$ cat src/design/vdsg_pkg.sv
// Shared types, constants, stroke tables and helper functions for the digit stroke generator.
`default_nettype none
package vdsg_pkg;

    localparam int VALUE_W     = 31;
    localparam int COORD_W     = 16;
    localparam int WIDE_W      = 18;
    localparam int BCD_DIGITS  = 10;
    localparam int BCD_W       = 4 * BCD_DIGITS;
    localparam int BIT_CNT_W   = $clog2(VALUE_W);
    localparam int POLY_MAX    = 7;
    localparam int PT_W        = $clog2(POLY_MAX);
    localparam int CFG_W       = 8;
    localparam int CFG_IDX_W   = 1;
    localparam int IN_DATA_W   = 64;
    localparam int OUT_DATA_W  = 64;

    localparam int MAX_DIGITS_DEF = 10;

    localparam logic [CFG_W-1:0] SCALE_RESET = 8'd20;
    localparam logic [CFG_W-1:0] GAP_RESET   = 8'd10;

    localparam logic [CFG_IDX_W-1:0] REG_CELL_SCALE = 1'b0;
    localparam logic [CFG_IDX_W-1:0] REG_DIGIT_GAP  = 1'b1;

    typedef enum logic [1:0] {
        ST_IDLE,
        ST_CONV,
        ST_EMIT
    } state_t;

    typedef struct packed {
        logic load;
        logic conv_step;
        logic seg_load;
        logic seg_adv;
        logic digit_adv;
    } cmd_t;

    typedef struct packed {
        logic conv_last;
        logic seg_last;
        logic digit_last;
    } stat_t;

    // Number of polyline points per digit.
    localparam logic [2:0] POLY_LEN [BCD_DIGITS] = '{
        3'd5, 3'd2, 3'd6, 3'd7, 3'd5, 3'd6, 3'd6, 3'd3, 3'd7, 3'd5
    };

    localparam logic [1:0] POLY_X [BCD_DIGITS][POLY_MAX] = '{
        '{2'd0, 2'd1, 2'd1, 2'd0, 2'd0, 2'd0, 2'd0},
        '{2'd1, 2'd1, 2'd0, 2'd0, 2'd0, 2'd0, 2'd0},
        '{2'd0, 2'd1, 2'd1, 2'd0, 2'd0, 2'd1, 2'd0},
        '{2'd0, 2'd1, 2'd1, 2'd0, 2'd1, 2'd1, 2'd0},
        '{2'd0, 2'd0, 2'd1, 2'd1, 2'd1, 2'd0, 2'd0},
        '{2'd1, 2'd0, 2'd0, 2'd1, 2'd1, 2'd0, 2'd0},
        '{2'd1, 2'd0, 2'd0, 2'd1, 2'd1, 2'd0, 2'd0},
        '{2'd0, 2'd1, 2'd1, 2'd0, 2'd0, 2'd0, 2'd0},
        '{2'd0, 2'd0, 2'd1, 2'd1, 2'd0, 2'd0, 2'd1},
        '{2'd1, 2'd0, 2'd0, 2'd1, 2'd1, 2'd0, 2'd0}
    };

    localparam logic [1:0] POLY_Y [BCD_DIGITS][POLY_MAX] = '{
        '{2'd0, 2'd0, 2'd2, 2'd2, 2'd0, 2'd0, 2'd0},
        '{2'd0, 2'd2, 2'd0, 2'd0, 2'd0, 2'd0, 2'd0},
        '{2'd0, 2'd0, 2'd1, 2'd1, 2'd2, 2'd2, 2'd0},
        '{2'd0, 2'd0, 2'd1, 2'd1, 2'd1, 2'd2, 2'd2},
        '{2'd0, 2'd1, 2'd1, 2'd0, 2'd2, 2'd0, 2'd0},
        '{2'd0, 2'd0, 2'd1, 2'd1, 2'd2, 2'd2, 2'd0},
        '{2'd0, 2'd0, 2'd2, 2'd2, 2'd1, 2'd1, 2'd0},
        '{2'd0, 2'd0, 2'd2, 2'd0, 2'd0, 2'd0, 2'd0},
        '{2'd1, 2'd0, 2'd0, 2'd2, 2'd2, 2'd1, 2'd1},
        '{2'd1, 2'd1, 2'd0, 2'd0, 2'd2, 2'd0, 2'd0}
    };

    // Grid coordinate times scale; grid values are 0, 1 or 2.
    function automatic logic [CFG_W+1:0] grid_offset(input logic [1:0] p,
                                                     input logic [CFG_W-1:0] sc);
        logic [CFG_W+1:0] r;
        case (p)
            2'd0:    r = '0;
            2'd1:    r = {2'b00, sc};
            default: r = {1'b0, sc, 1'b0};
        endcase
        return r;
    endfunction

    // Clamp a wide signed coordinate to the 16-bit signed range.
    function automatic logic [COORD_W-1:0] sat16(input logic signed [WIDE_W-1:0] v);
        logic [COORD_W-1:0] r;
        if ((v[WIDE_W-1:COORD_W-1] == '0) || (v[WIDE_W-1:COORD_W-1] == '1)) begin
            r = v[COORD_W-1:0];
        end else if (v[WIDE_W-1]) begin
            r = 16'h8000;
        end else begin
            r = 16'h7FFF;
        end
        return r;
    endfunction

endpackage
`default_nettype wire

$ cat src/design/vdsg_ctrl.sv
// Controller state machine: sequences conversion and segment emission, owns the output valid.
`default_nettype none
module vdsg_ctrl (
    input  wire logic           aclk,
    input  wire logic           aresetn,
    input  wire logic           s_tvalid,
    output logic                s_tready,
    output logic                m_tvalid,
    input  wire logic           m_tready,
    input  wire vdsg_pkg::stat_t stat,
    output vdsg_pkg::cmd_t      cmd
);

    vdsg_pkg::state_t state_reg, state_next;
    logic out_valid_reg, out_valid_next;
    logic out_free;

    assign out_free = !out_valid_reg || m_tready;

    always_ff @(posedge aclk) begin
        if (!aresetn) begin
            state_reg     <= vdsg_pkg::ST_IDLE;
            out_valid_reg <= 1'b0;
        end else begin
            state_reg     <= state_next;
            out_valid_reg <= out_valid_next;
        end
    end

    // Next state
    always_comb begin
        state_next = state_reg;
        case (state_reg)
            vdsg_pkg::ST_IDLE: begin
                if (s_tvalid) state_next = vdsg_pkg::ST_CONV;
            end
            vdsg_pkg::ST_CONV: begin
                if (stat.conv_last) state_next = vdsg_pkg::ST_EMIT;
            end
            vdsg_pkg::ST_EMIT: begin
                if (out_free && stat.seg_last && stat.digit_last) begin
                    state_next = vdsg_pkg::ST_IDLE;
                end
            end
            default: state_next = vdsg_pkg::ST_IDLE;
        endcase
    end

    // Outputs
    always_comb begin
        cmd      = '0;
        s_tready = 1'b0;
        case (state_reg)
            vdsg_pkg::ST_IDLE: begin
                s_tready = 1'b1;
                cmd.load = s_tvalid;
            end
            vdsg_pkg::ST_CONV: begin
                cmd.conv_step = 1'b1;
            end
            vdsg_pkg::ST_EMIT: begin
                cmd.seg_load  = out_free;
                cmd.seg_adv   = out_free && !stat.seg_last;
                cmd.digit_adv = out_free && stat.seg_last && !stat.digit_last;
            end
            default: ;
        endcase
    end

    always_comb begin
        if (cmd.seg_load) begin
            out_valid_next = 1'b1;
        end else if (m_tready) begin
            out_valid_next = 1'b0;
        end else begin
            out_valid_next = out_valid_reg;
        end
    end

    assign m_tvalid = out_valid_reg;

`ifndef ASSERT_OFF
    a_no_overwrite: assert property (@(posedge aclk) disable iff (!aresetn)
        cmd.seg_load |-> (!out_valid_reg || m_tready))
        else $error("segment loaded over an untaken word");

    a_accept_to_conv: assert property (@(posedge aclk) disable iff (!aresetn)
        (s_tvalid && s_tready) |=> (state_reg == vdsg_pkg::ST_CONV))
        else $error("accepted word did not start conversion");

    a_conv_to_emit: assert property (@(posedge aclk) disable iff (!aresetn)
        (state_reg == vdsg_pkg::ST_CONV && stat.conv_last)
            |=> (state_reg == vdsg_pkg::ST_EMIT))
        else $error("conversion end did not start emission");

    a_one_step_kind: assert property (@(posedge aclk) disable iff (!aresetn)
        $onehot0({cmd.load, cmd.conv_step, cmd.seg_load}))
        else $error("conflicting datapath commands");
`endif

endmodule
`default_nettype wire

$ cat src/design/vdsg_datapath.sv
// Datapath: config registers, binary to BCD conversion, digit walk and segment output register.
`default_nettype none
module vdsg_datapath #(
    parameter int MAX_DIGITS = vdsg_pkg::MAX_DIGITS_DEF
) (
    input  wire logic                              aclk,
    input  wire logic                              aresetn,
    input  wire logic                              cfg_we,
    input  wire logic [vdsg_pkg::CFG_IDX_W-1:0]    cfg_index,
    input  wire logic [vdsg_pkg::CFG_W-1:0]        cfg_data,
    input  wire logic [vdsg_pkg::IN_DATA_W-1:0]    s_tdata,
    input  wire vdsg_pkg::cmd_t                    cmd,
    output vdsg_pkg::stat_t                        stat,
    output logic [vdsg_pkg::OUT_DATA_W-1:0]        m_tdata,
    output logic                                   m_tlast
);

    localparam int DIG_CNT_W = (MAX_DIGITS > 1) ? $clog2(MAX_DIGITS) : 1;
    localparam int VW = vdsg_pkg::VALUE_W;
    localparam int CW = vdsg_pkg::COORD_W;
    localparam int WW = vdsg_pkg::WIDE_W;

    logic [vdsg_pkg::CFG_W-1:0]      scale_reg, gap_reg;
    logic [VW-1:0]                   bin_reg;
    logic [vdsg_pkg::BCD_W-1:0]      bcd_reg, bcd_adj;
    logic [vdsg_pkg::BIT_CNT_W-1:0]  bit_cnt_reg;
    logic [vdsg_pkg::PT_W-1:0]       pt_reg, pt_nxt;
    logic [DIG_CNT_W-1:0]            dig_cnt_reg;
    logic signed [WW-1:0]            left_reg, top_reg;
    logic [vdsg_pkg::OUT_DATA_W-1:0] data_reg;
    logic                            last_reg;

    logic [3:0]               digit;
    logic [2:0]               plen;
    logic [vdsg_pkg::CFG_W:0] pitch;
    logic signed [WW-1:0]     x0, y0, x1, y1;

    // Configuration registers
    always_ff @(posedge aclk) begin
        if (!aresetn) begin
            scale_reg <= vdsg_pkg::SCALE_RESET;
            gap_reg   <= vdsg_pkg::GAP_RESET;
        end else if (cfg_we) begin
            case (cfg_index)
                vdsg_pkg::REG_CELL_SCALE: scale_reg <= cfg_data;
                vdsg_pkg::REG_DIGIT_GAP:  gap_reg   <= cfg_data;
                default: ;
            endcase
        end
    end

    // Add three to every nibble of five or more before the shift
    always_comb begin
        logic [3:0] nib;
        for (int i = 0; i < vdsg_pkg::BCD_DIGITS; i++) begin
            nib = bcd_reg[4*i +: 4];
            bcd_adj[4*i +: 4] = (nib >= 4'd5) ? (nib + 4'd3) : nib;
        end
    end

    assign digit  = bcd_reg[3:0];
    assign plen   = vdsg_pkg::POLY_LEN[digit];
    assign pt_nxt = pt_reg + 3'd1;
    assign pitch  = {1'b0, scale_reg} + {1'b0, gap_reg};

    assign x0 = left_reg + WW'(vdsg_pkg::grid_offset(vdsg_pkg::POLY_X[digit][pt_reg], scale_reg));
    assign y0 = top_reg  + WW'(vdsg_pkg::grid_offset(vdsg_pkg::POLY_Y[digit][pt_reg], scale_reg));
    assign x1 = left_reg + WW'(vdsg_pkg::grid_offset(vdsg_pkg::POLY_X[digit][pt_nxt], scale_reg));
    assign y1 = top_reg  + WW'(vdsg_pkg::grid_offset(vdsg_pkg::POLY_Y[digit][pt_nxt], scale_reg));

    assign stat.conv_last  = (bit_cnt_reg == vdsg_pkg::BIT_CNT_W'(VW - 1));
    assign stat.seg_last   = ((pt_reg + 3'd2) == plen);
    assign stat.digit_last = (bcd_reg[vdsg_pkg::BCD_W-1:4] == '0)
                          || (dig_cnt_reg == DIG_CNT_W'(MAX_DIGITS - 1));

    always_ff @(posedge aclk) begin
        if (cmd.load) begin
            bin_reg     <= s_tdata[VW-1:0];
            bcd_reg     <= '0;
            bit_cnt_reg <= '0;
            pt_reg      <= '0;
            dig_cnt_reg <= '0;
            left_reg    <= WW'(signed'(s_tdata[VW +: CW]));
            top_reg     <= WW'(signed'(s_tdata[VW+CW +: CW]));
        end else if (cmd.conv_step) begin
            bcd_reg     <= {bcd_adj[vdsg_pkg::BCD_W-2:0], bin_reg[VW-1]};
            bin_reg     <= {bin_reg[VW-2:0], 1'b0};
            bit_cnt_reg <= bit_cnt_reg + 1'b1;
        end else if (cmd.seg_adv) begin
            pt_reg <= pt_nxt;
        end else if (cmd.digit_adv) begin
            // drop the finished digit and step one cell to the left
            bcd_reg     <= {4'd0, bcd_reg[vdsg_pkg::BCD_W-1:4]};
            pt_reg      <= '0;
            dig_cnt_reg <= dig_cnt_reg + 1'b1;
            left_reg    <= left_reg - WW'(pitch);
        end
    end

    // Output payload register
    always_ff @(posedge aclk) begin
        if (cmd.seg_load) begin
            data_reg <= {vdsg_pkg::sat16(y1), vdsg_pkg::sat16(x1),
                         vdsg_pkg::sat16(y0), vdsg_pkg::sat16(x0)};
            last_reg <= stat.seg_last && stat.digit_last;
        end
    end

    assign m_tdata = data_reg;
    assign m_tlast = last_reg;

endmodule
`default_nettype wire

$ cat src/design/vector_digit_stroke_generator.sv
// Top level of the vector digit stroke generator: stream ports, controller and datapath.
`default_nettype none
// Draws a non-negative 31-bit number as line segments. One input word carries the value
// and the origin of the least significant digit cell; the block splits the value into
// decimal digits, least significant first, and walks each digit's fixed polyline on a
// 1-by-2 grid, sending one segment word per pair of consecutive points. Grid units are
// multiplied by cell_scale (register 0, reset 20), and digit i sits at
// origin_x - i * (cell_scale + digit_gap), digit_gap being register 1 (reset 10). All
// cells share origin_y as top edge. Zero draws as the single digit 0; only the
// MAX_DIGITS low digits are drawn. Each coordinate is saturated to 16-bit signed, and
// m_tlast marks the final segment of a value (1 to 6*MAX_DIGITS segments per value).
// Sequencing: after acceptance the value goes through a bit-serial binary-to-BCD
// converter, one bit a cycle; then one segment is produced per cycle while m_tready
// is high. The next word is taken as soon as the last segment has entered the output
// register.
// Write configuration only while the block is idle.
module vector_digit_stroke_generator #(
    parameter int MAX_DIGITS = vdsg_pkg::MAX_DIGITS_DEF
) (
    input  wire logic                              aclk,
    input  wire logic                              aresetn,
    // configuration write port
    input  wire logic                              cfg_we,
    input  wire logic [vdsg_pkg::CFG_IDX_W-1:0]    cfg_index,
    input  wire logic [vdsg_pkg::CFG_W-1:0]        cfg_data,
    // input words
    input  wire logic                              s_tvalid,
    output logic                                   s_tready,
    // value[30:0], origin_x[46:31], origin_y[62:47], zero pad [63]
    input  wire logic [vdsg_pkg::IN_DATA_W-1:0]    s_tdata,
    // segment words
    output logic                                   m_tvalid,
    input  wire logic                              m_tready,
    // seg_x0[15:0], seg_y0[31:16], seg_x1[47:32], seg_y1[63:48]
    output logic [vdsg_pkg::OUT_DATA_W-1:0]        m_tdata,
    // last_segment
    output logic                                   m_tlast
);

    vdsg_pkg::cmd_t  cmd;
    vdsg_pkg::stat_t stat;

    // Sequence accept, conversion and emission; hold the output valid
    vdsg_ctrl u_ctrl (
        .aclk     (aclk),
        .aresetn  (aresetn),
        .s_tvalid (s_tvalid),
        .s_tready (s_tready),
        .m_tvalid (m_tvalid),
        .m_tready (m_tready),
        .stat     (stat),
        .cmd      (cmd)
    );

    // Convert, walk the stroke tables and build segment words
    vdsg_datapath #(
        .MAX_DIGITS (MAX_DIGITS)
    ) u_datapath (
        .aclk      (aclk),
        .aresetn   (aresetn),
        .cfg_we    (cfg_we),
        .cfg_index (cfg_index),
        .cfg_data  (cfg_data),
        .s_tdata   (s_tdata),
        .cmd       (cmd),
        .stat      (stat),
        .m_tdata   (m_tdata),
        .m_tlast   (m_tlast)
    );

endmodule
`default_nettype wire

$ cat config.mk
export PLATFORM = sky130hd
export DESIGN_NAME = vector_digit_stroke_generator
export DESIGN_NICKNAME = d
export VERILOG_FILES = /design/src/design/vdsg_pkg.sv /design/src/design/vdsg_ctrl.sv /design/src/design/vdsg_datapath.sv /design/src/design/vector_digit_stroke_generator.sv
export SDC_FILE = /design/constraint.sdc
export NUM_CORES = 1
export LEC_CHECK = 0
export BUFFER_PORTS_ARGS = -buffer_cell sky130_fd_sc_hd__buf_4
export CORE_UTILIZATION = 44
export DETAILED_ROUTE_END_ITERATION = 12
export SLEW_MARGIN = 10
export SYNTH_ARGS = -nofsm -noshare
export SYNTH_HDL_FRONTEND = slang
export SYNTH_SLANG_ARGS = --single-unit
$ cat constraint.sdc
create_clock -name aclk -period 6.01 [get_ports aclk]
set_input_delay 0.601 -clock aclk [delete_from_list [all_inputs] [get_ports aclk]]
set_output_delay 0.601 -clock aclk [all_outputs]
set_load 0.01 [all_outputs]
# Word level (Yosys, flattened, before mapping)
# Memory sizes are Yosys's and may differ from the RTL's.
# Cells that the tools add are included.
[word_totals]
mem_count = 3
wordCells = 171
output_inout_bits = 67
reg_bits = 201
mem_bits_ro = 496
[classes]
add_sub_neg = 20
muxes = 61
bitwise = 6
n_lt_le_gt_ge = 13
n_reduce_logical = 36
eq_ne = 19
[mem_list]
columns = ["name", "depth", "word_bits", "read_ports", "rd_clocked_by_memory_dff", "write_ports", "line", "rtl"]
rows = [
  ["(no name shown)", 16, 14, 1, 0, 0, "vdsg_datapath.sv:66", "assign x0 = left_reg + WW'(vdsg_pkg::grid_offset(vdsg_pkg::POLY_X[digit][pt_reg], scale_reg));"],
  ["(no name shown)", 16, 14, 1, 0, 0, "vdsg_datapath.sv:67", "assign y0 = top_reg + WW'(vdsg_pkg::grid_offset(vdsg_pkg::POLY_Y[digit][pt_reg], scale_reg));"],
  ["(no name shown)", 16, 3, 1, 0, 0, "vdsg_datapath.sv:62", "assign plen = vdsg_pkg::POLY_LEN[digit];"],
]
[op_table]
columns = ["operator", "count"]
rows = [
  ["$mux W16", 8],
  ["$mux W40", 3],
  ["$mux W18", 4],
  ["$pmux W9 S2", 4],
  ["$mux W31", 2],
  ["$mux W14", 4],
  ["$ge A4 B3 Y1 const B", 10],
  ["$add A18 B9 Y18", 2],
  ["$add A4 B2 Y4 const B", 9],
  ["$logic_not A36 Y1", 1],
  ["$mux W4", 9],
  ["$add A16 B10 Y17", 2],
  ["$bmux W2 S3", 4],
  ["$mux W2", 11],
  ["$mux W3", 6],
  ["$sub A18 B9 Y18", 1],
  ["$eq A3 B3 Y1 const B", 4],
  ["$logic_not A3 Y1", 4],
  ["$eq A2 B1 Y1 const B", 5],
  ["$logic_not A2 Y1", 5],
  ["$reduce_bool A2 Y1", 5],
  ["$add A8 B8 Y9", 1],
  ["$reduce_and A3 Y1", 3],
  ["$ge A4 B4 Y1 const B", 2],
  ["other kinds (20)", 46],
]

# Longest topological paths before layout
[logic_depth]
ltp_word = 13
depth_mapped = 21

# Hierarchy
# A second synthesis with hierarchy kept.
[unflattened]
cells_unflattened = 1357
hier_area_um2 = 13070.0
[by_module_without_submodules]
columns = ["module", "instances", "seq_area_each_um2", "cells_per_inst", "area_per_inst_um2"]
rows = [
  ["vdsg_datapath", 1, 5265.0, 1337, 12888.6],
  ["vdsg_ctrl", 1, 60.1, 20, 181.4],
]

# Worst setup path before layout
# OpenSTA, ideal clock, no wires.
[synth_timing]
path_kind = "reg-to-reg"
startpoint = "reg u_datapath.bcd_reg[0] (netlist bit)"
endpoint = "reg u_datapath.data_reg, in the netlist u_datapath.m_tdata[10], data pin"
t_required_ns = 5.749
stages_incl_launch_ff = 20
arrival_time_ns = 4.135
setup_time_ns = 0.261
path_slack_ns = 1.614
period_less_slack_ns = 4.396
path_cell_list = "dfxtp_1 -> clkbuf_1 -> inv_1 -> ha_1 -> a21oi_1 -> a22o_1 -> o21ai_0 -> mux4_2 -> and2_1 -> ha_1 -> inv_1 -> fa_1 -> nor2b_1 -> o31a_1 -> o21ai_0 -> nor2_1 -> xnor2_1 -> a21oi_1 -> buf_2 -> a21oi_1"
[synth_between]
elab_chain_len = 13
elab_cells_between_ends = 16
[synth_rtl]
columns = ["element", "line", "rtl"]
rows = [
  ["start: declaration", "vdsg_datapath.sv:25", "logic [vdsg_pkg::BCD_W-1:0] bcd_reg, bcd_adj;"],
  ["start signal: assignment", "vdsg_datapath.sv:86", "bcd_reg <= {bcd_adj[vdsg_pkg::BCD_W-2:0], bin_reg[VW-1]};"],
  ["start signal: assignment", "vdsg_datapath.sv:93", "bcd_reg <= {4'd0, bcd_reg[vdsg_pkg::BCD_W-1:4]};"],
  ["$not A4 Y5 (not written as such) *", "vdsg_datapath.sv:66", ""],
  ["$mem_v2 Z16 W14 *", "n/a", ""],
  ["$mux W14 (not written as such) * (2 in series)", "vdsg_datapath.sv:66", ""],
  ["$bmux W2 S3 *", "vdsg_datapath.sv:66", ""],
  ["$mux W2 (not written as such) * (2 in series)", "vdsg_datapath.sv:66", ""],
  ["$eq A2 B1 Y1 or $logic_not A2 Y1 (tied branches)", "vdsg_pkg.sv:81", "case (p)"],
  ["$pmux W9 S2 *", "vdsg_pkg.sv:81", ""],
  ["$add A18 B9 Y18 *", "vdsg_datapath.sv:66", ""],
  ["$eq A3 B3 Y1 or $logic_not A3 Y1 (tied branches)", "vdsg_pkg.sv:92", "if ((v[WIDE_W-1:COORD_W-1] == '0) || (v[WIDE_W-1:COORD_W-1] == '1)) begin"],
  ["$logic_or A1 B1 Y1", "vdsg_pkg.sv:92", ""],
  ["$mux W16 *", "vdsg_pkg.sv:92", ""],
  ["end signal: assignment", "vdsg_datapath.sv:103", "data_reg <= {vdsg_pkg::sat16(y1), vdsg_pkg::sat16(x1),"],
  ["end: declaration", "vdsg_datapath.sv:30", "logic [vdsg_pkg::OUT_DATA_W-1:0] data_reg;"],
]
# Every way passes the cells marked *; elsewhere a longest branch is shown, timed or not. The select of a mux whose other input is x is not followed.
# A chain may end at the register's enable or synchronous reset.

# Worst setup path in the final report
[layout_timing]
startpoint = "reg u_datapath.bcd_reg[0] (netlist bit)"
endpoint = "reg u_datapath.data_reg, in the netlist u_datapath.m_tdata[32], data pin"
[layout_between]
elab_chain_len = 13
elab_cells_between_ends = 16
[layout_rtl]
columns = ["element", "line", "rtl"]
rows = [
  ["$not A4 Y5 (not written as such) *", "vdsg_datapath.sv:68", "assign x1 = left_reg + WW'(vdsg_pkg::grid_offset(vdsg_pkg::POLY_X[digit][pt_nxt], scale_reg));"],
  ["$mem_v2 Z16 W14 *", "n/a", ""],
  ["$mux W14 * (2 in series)", "n/a", ""],
  ["$bmux W2 S3 *", "vdsg_datapath.sv:68", ""],
  ["$mux W2 (not written as such) * (2 in series)", "vdsg_datapath.sv:68", ""],
  ["$eq A2 B1 Y1 or $logic_not A2 Y1 (tied branches)", "vdsg_pkg.sv:81", ""],
  ["$pmux W9 S2 *", "vdsg_pkg.sv:81", ""],
  ["$add A18 B9 Y18 *", "vdsg_datapath.sv:68", ""],
  ["$eq A3 B3 Y1 or $logic_not A3 Y1 (tied branches)", "vdsg_pkg.sv:92", ""],
  ["$logic_or A1 B1 Y1", "vdsg_pkg.sv:92", ""],
  ["$mux W16 *", "vdsg_pkg.sv:92", ""],
]
# Marked as above.

==> results.txt <==
----------------------------------------------------
[Clock tree]
  CTS tree ... built
  Max Root-Sink Buffers ... 3
  Num CTS Buffers ... 24
  Number of cells upsized or downsized after cts ... 0
  Clock sink count ... 201
  Clk Latency, worst-skew pair ... 0.54 ns
  Number of hold buffers added after cts ... 0
  Clock-pin transition on the worst setup and hold timing paths ... 0.06 ns
  H-tree depth ... 1
  Post-CTS repair timing setup buffer count ... 0
  CTS root buffer ... clkbuf_16

[Worst setup path]
  Max Fanout on Critical Path ... 12
  Endpoint arrival time on the critical path ... 5.57 ns
  Worst path bufs/invs ... 3
  Largest stage delay on the critical path ... 0.95 ns
  Most frequent CP cell ... nor2_1
  Endpoint class of the critical path ... register
  Worst Reg-to-Reg Cells ... 20
  List of cells traversed by the critical path ... inv_1, ha_1, a21oi_1, a22o_1, nor2_1, a211oi_1, a21oi_1, o21ai_1, buf_4, nor2_1, ha_1, inv_1, fa_1, nor2b_1, o31a_1, o21ai_1, nor2_1, xnor2_1, o21ai_0, o21ai_0
  R2R Setup Slk ... 0.64 ns
  Slowest cell on crit path ... o21ai_0
  Count of cell instances traversed by the critical path ... 20
  Destination of the worst register-to-register timing path ... u_datapath.m_tdata[32]
  Kind of cell adding the most delay to the critical path ... compound AO/OA/AOI/OAI gates
  CP Data Required Time ... 6.21 ns
  Crit path kind ... register to register
  Startpoint class of the critical path ... register
  Launching point of the worst reg2reg path ... u_datapath.bcd_reg[0]

[Floorplanning]
  Ports ... 145
  Overall die height ... 174 µm
  Core Region ... 28900 µm²
  Row count ... 62
  Horizontal die dimension ... 174 µm
  Starting density of the core ... 0.450
  Floorplan die area ... 30200 µm²

[Power and ir drop]
  Worst IR Drop VDD ... 0.000182 V
  Leakage power ... 0.00597 µW
  Total power per unit cell area ... 304 nW/µm²
  Power after layout ... 4600 µW

[Drt]
  Residual DRC count ... 0
  Detailed-route via count ... 10.4k
  Initial drt markers ... 582
  Drt first pass iters ... 5
  Detail-routed net length per standard cell ... 15.3 µm
  Detailed-route vias per instance ... 5.33
  Drt total wl ... 29800 µm
  Final antenna-violating net count ... 0

[Worst hold path]
  Worst hold-check path type ... primary input to register
  Worst Hold Endpoint ... u_datapath.top_reg[0]
  Hold_sp ... s_tdata[47]
  Cell depth of the worst hold path ... 1

[Global routing]
  Number of antenna violations at the first check in global routing ... 1
  GRT Resource Usage Total ... 0.196
  Met3 track demand over resource ... 0.0243
  Largest net degree at the start of global routing ... 81
  Wire length of the first global-routing pass ... 49100 µm
  Vias in the first global route ... 9752
  Met2 layer usage reported by global route ... 0.311
  Aggregate global routing overflow ... 0
  Met1 capacity usage during global routing ... 0.283
  Busiest metal layer after global routing ... met2

[Synth]
  Area share of the leading cell type in the synthesized netlist ... 0.301
  Cells after Synth ... 1432
  Number of enable flip-flop cells after synthesis ... 130
  Number of synthesis warnings ... 0
  Sequential area share after synthesis ... 0.410
  #FFs+latches synth ... 201
  Dominant synthesized flop cell ... edfxtp_1
  Cell variety after synth ... 71
  Post-synthesis cell type with the largest combined area ... edfxtp_1
  Post-synthesis average cell area ... 9.06 µm²
  Top post-synthesis cells by area ... edfxtp_1 (30%), dfxtp_1 (11%), ha_1 (8.7%)
  Async set or reset register ratio after synthesis ... 0
  Mapped Nets ... 1612
  Cell area after synthesis ... 13000 µm²

[STA]
  Final clock period utilization by the worst path ... 0.893
  Maximum operating frequency ... 186 MHz
  Fin crit period ... 5.37 ns
  Hold Vio Cnt, Final ... 0
  Slew margin rel. ... 0.213
  Actual slew at the worst max-slew pin ... 1.17 ns
  Setup TNS ... 0 ns
  Final clock skew ... 0.0165 ns
  Setup Viol. Count Final ... 0
  Max-slew violation total from the final report ... 0
  RSZ-0062 raised after global routing ... no

[Final layout]
  Number of nets in the finished design ... 1727
  Number of filler instances in the final layout ... 2714
  Ratio of cells with drive above 1 in the final layout ... 0.137
  Number of flip-flops under the largest register name ... 64
  Area growth from synthesis to layout ... 16.8%

[Run status]
  Run status ... complete, no violations

[Placement]
  Post-detail-place hpwl ... 21300 µm
  Last weighted congestion value of the routability-driven placer ... 0.821
  Number of I/O port buffers ... 143

[Flow run]
  Number of max-cap violations ... 0

----------------------------------------------------
routing by layer:
layer | wire (µm) | vias to the layer above | share of wire
met2 | 13100 | 215 | 0.44
li1 | - | 5330 | -
met5 | 0 | - | 0
met1 | 14700 | 4801 | 0.49
met3 | 1370 | 40 | 0.046
met4 | 597 | 0 | 0.020
kinds of logic after synthesis:
logic type | after synthesis | share of synthesized area
AND/OR/NAND/NOR | 448 | 0.156
XOR/XNOR | 83 | 0.0560
multiplexers | 27 | 0.0222
adder cells (fa/ha/maj) | 102 | 0.105
flip-flops | 201 | 0.410
buffers and inverters | 141 | 0.0458
AO/OA/AOI/OAI | 430 | 0.204
report_power, final:
part	leakage (µW)	switching [µW]	internal (µW)
Clock	0.000403	587	945
Combinational	0.00376	717	568
Sequential	0.00181	153	1630
worst register-to-register path, stage by stage, from the launching register on:
cell and delay (ns):
dfxtp_1 0.55, inv_1 0.24, ha_1 0.37, a21oi_1 0.18, a22o_1 0.16, nor2_1 0.04, a211oi_1 0.23, a21oi_1 0.07
o21ai_1 0.15, buf_4 0.19, nor2_1 0.05, ha_1 0.20, inv_1 0.08, fa_1 0.20, nor2b_1 0.07, o31a_1 0.28
o21ai_1 0.39, nor2_1 0.10, xnor2_1 0.24, o21ai_0 0.95, o21ai_0 0.30
placed cells by master (no fill, tap or decap), drive strengths merged, types with 16 or more instances in the layout:
cell / netlist / routed
a21o: 16 / 16
buf: 19 / 160
a211oi: 28 / 28
xnor2: 53 / 53
ha: 90 / 90
clkbuf: 52 / 27
edfxtp: 130 / 130
and2: 18 / 18
inv: 69 / 69
mux2i: 22 / 22
o21a: 18 / 18
nand2: 201 / 201
o21ai: 120 / 120
a21oi: 146 / 146
nand2b: 31 / 31
nand3: 21 / 21
dfxtp: 71 / 71
a21boi: 21 / 21
nor2: 104 / 104
xor2: 30 / 30
worst max-delay path by stage:
| stage | from | to | slack, ns |
|---|---|---|---|
| 2_1_floorplan | u_datapath.bcd_reg[0] | u_datapath.m_tdata[10] | 1.61 |
| 3_3_place_gp | u_datapath.bcd_reg[0] | u_datapath.m_tdata[33] | 0.72 |
| 3_5_place_dp | u_datapath.bcd_reg[0] | u_datapath.m_tdata[32] | 0.65 |
| 4_1_cts | u_datapath.bcd_reg[0] | u_datapath.m_tdata[32] | 0.64 |
| 5_1_grt | u_datapath.bcd_reg[0] | u_datapath.m_tdata[32] | 0.15 |
| 6_report | u_datapath.bcd_reg[0] | u_datapath.m_tdata[32] | 0.64 |
per-stage QoR:
step                      cell area, µm²  std cells  hold slack (ns)  utilization  worst slack (ns)
after global placement             14300       1905            0.454        0.497             0.722
after global routing               15200       1949            0.235        0.525             0.146
after CTS                          15200       1948            0.226        0.525             0.644
after floorplan                    13000       1432            0.443            -              1.61
after detailed placement           14300       1905            0.462        0.497             0.651
final                              15200       1949            0.246        0.525             0.643
cell type report:
class	instances	area [µm²]	area share
Sequential cell	201	5330	0.351
Multi-Input combinational cell	1090	7060	0.466
Clock inverter	16	214	0.0141
Tap cell	384	480	0.0317
Clock buffer	27	612	0.0404
Antenna cell	1	2.50	0.000165
Timing Repair Buffer	160	1200	0.0792
Inverter	70	263	0.0173
Yosys cell counts (22+ instances only):
| cell type | instances |
|---|---|
| xor2_1 | 30 |
| ha_1 | 90 |
| o21ai_0 | 115 |
| a21oi_1 | 146 |
| mux2i_1 | 22 |
| a211oi_1 | 27 |
| xnor2_1 | 53 |
| nand2b_1 | 31 |
| inv_1 | 68 |
| dfxtp_1 | 71 |
| nor2_1 | 104 |
| nand2_1 | 201 |
| edfxtp_1 | 130 |
| clkbuf_1 | 49 |
No activity file was read; power rests on OpenSTA's default activity.
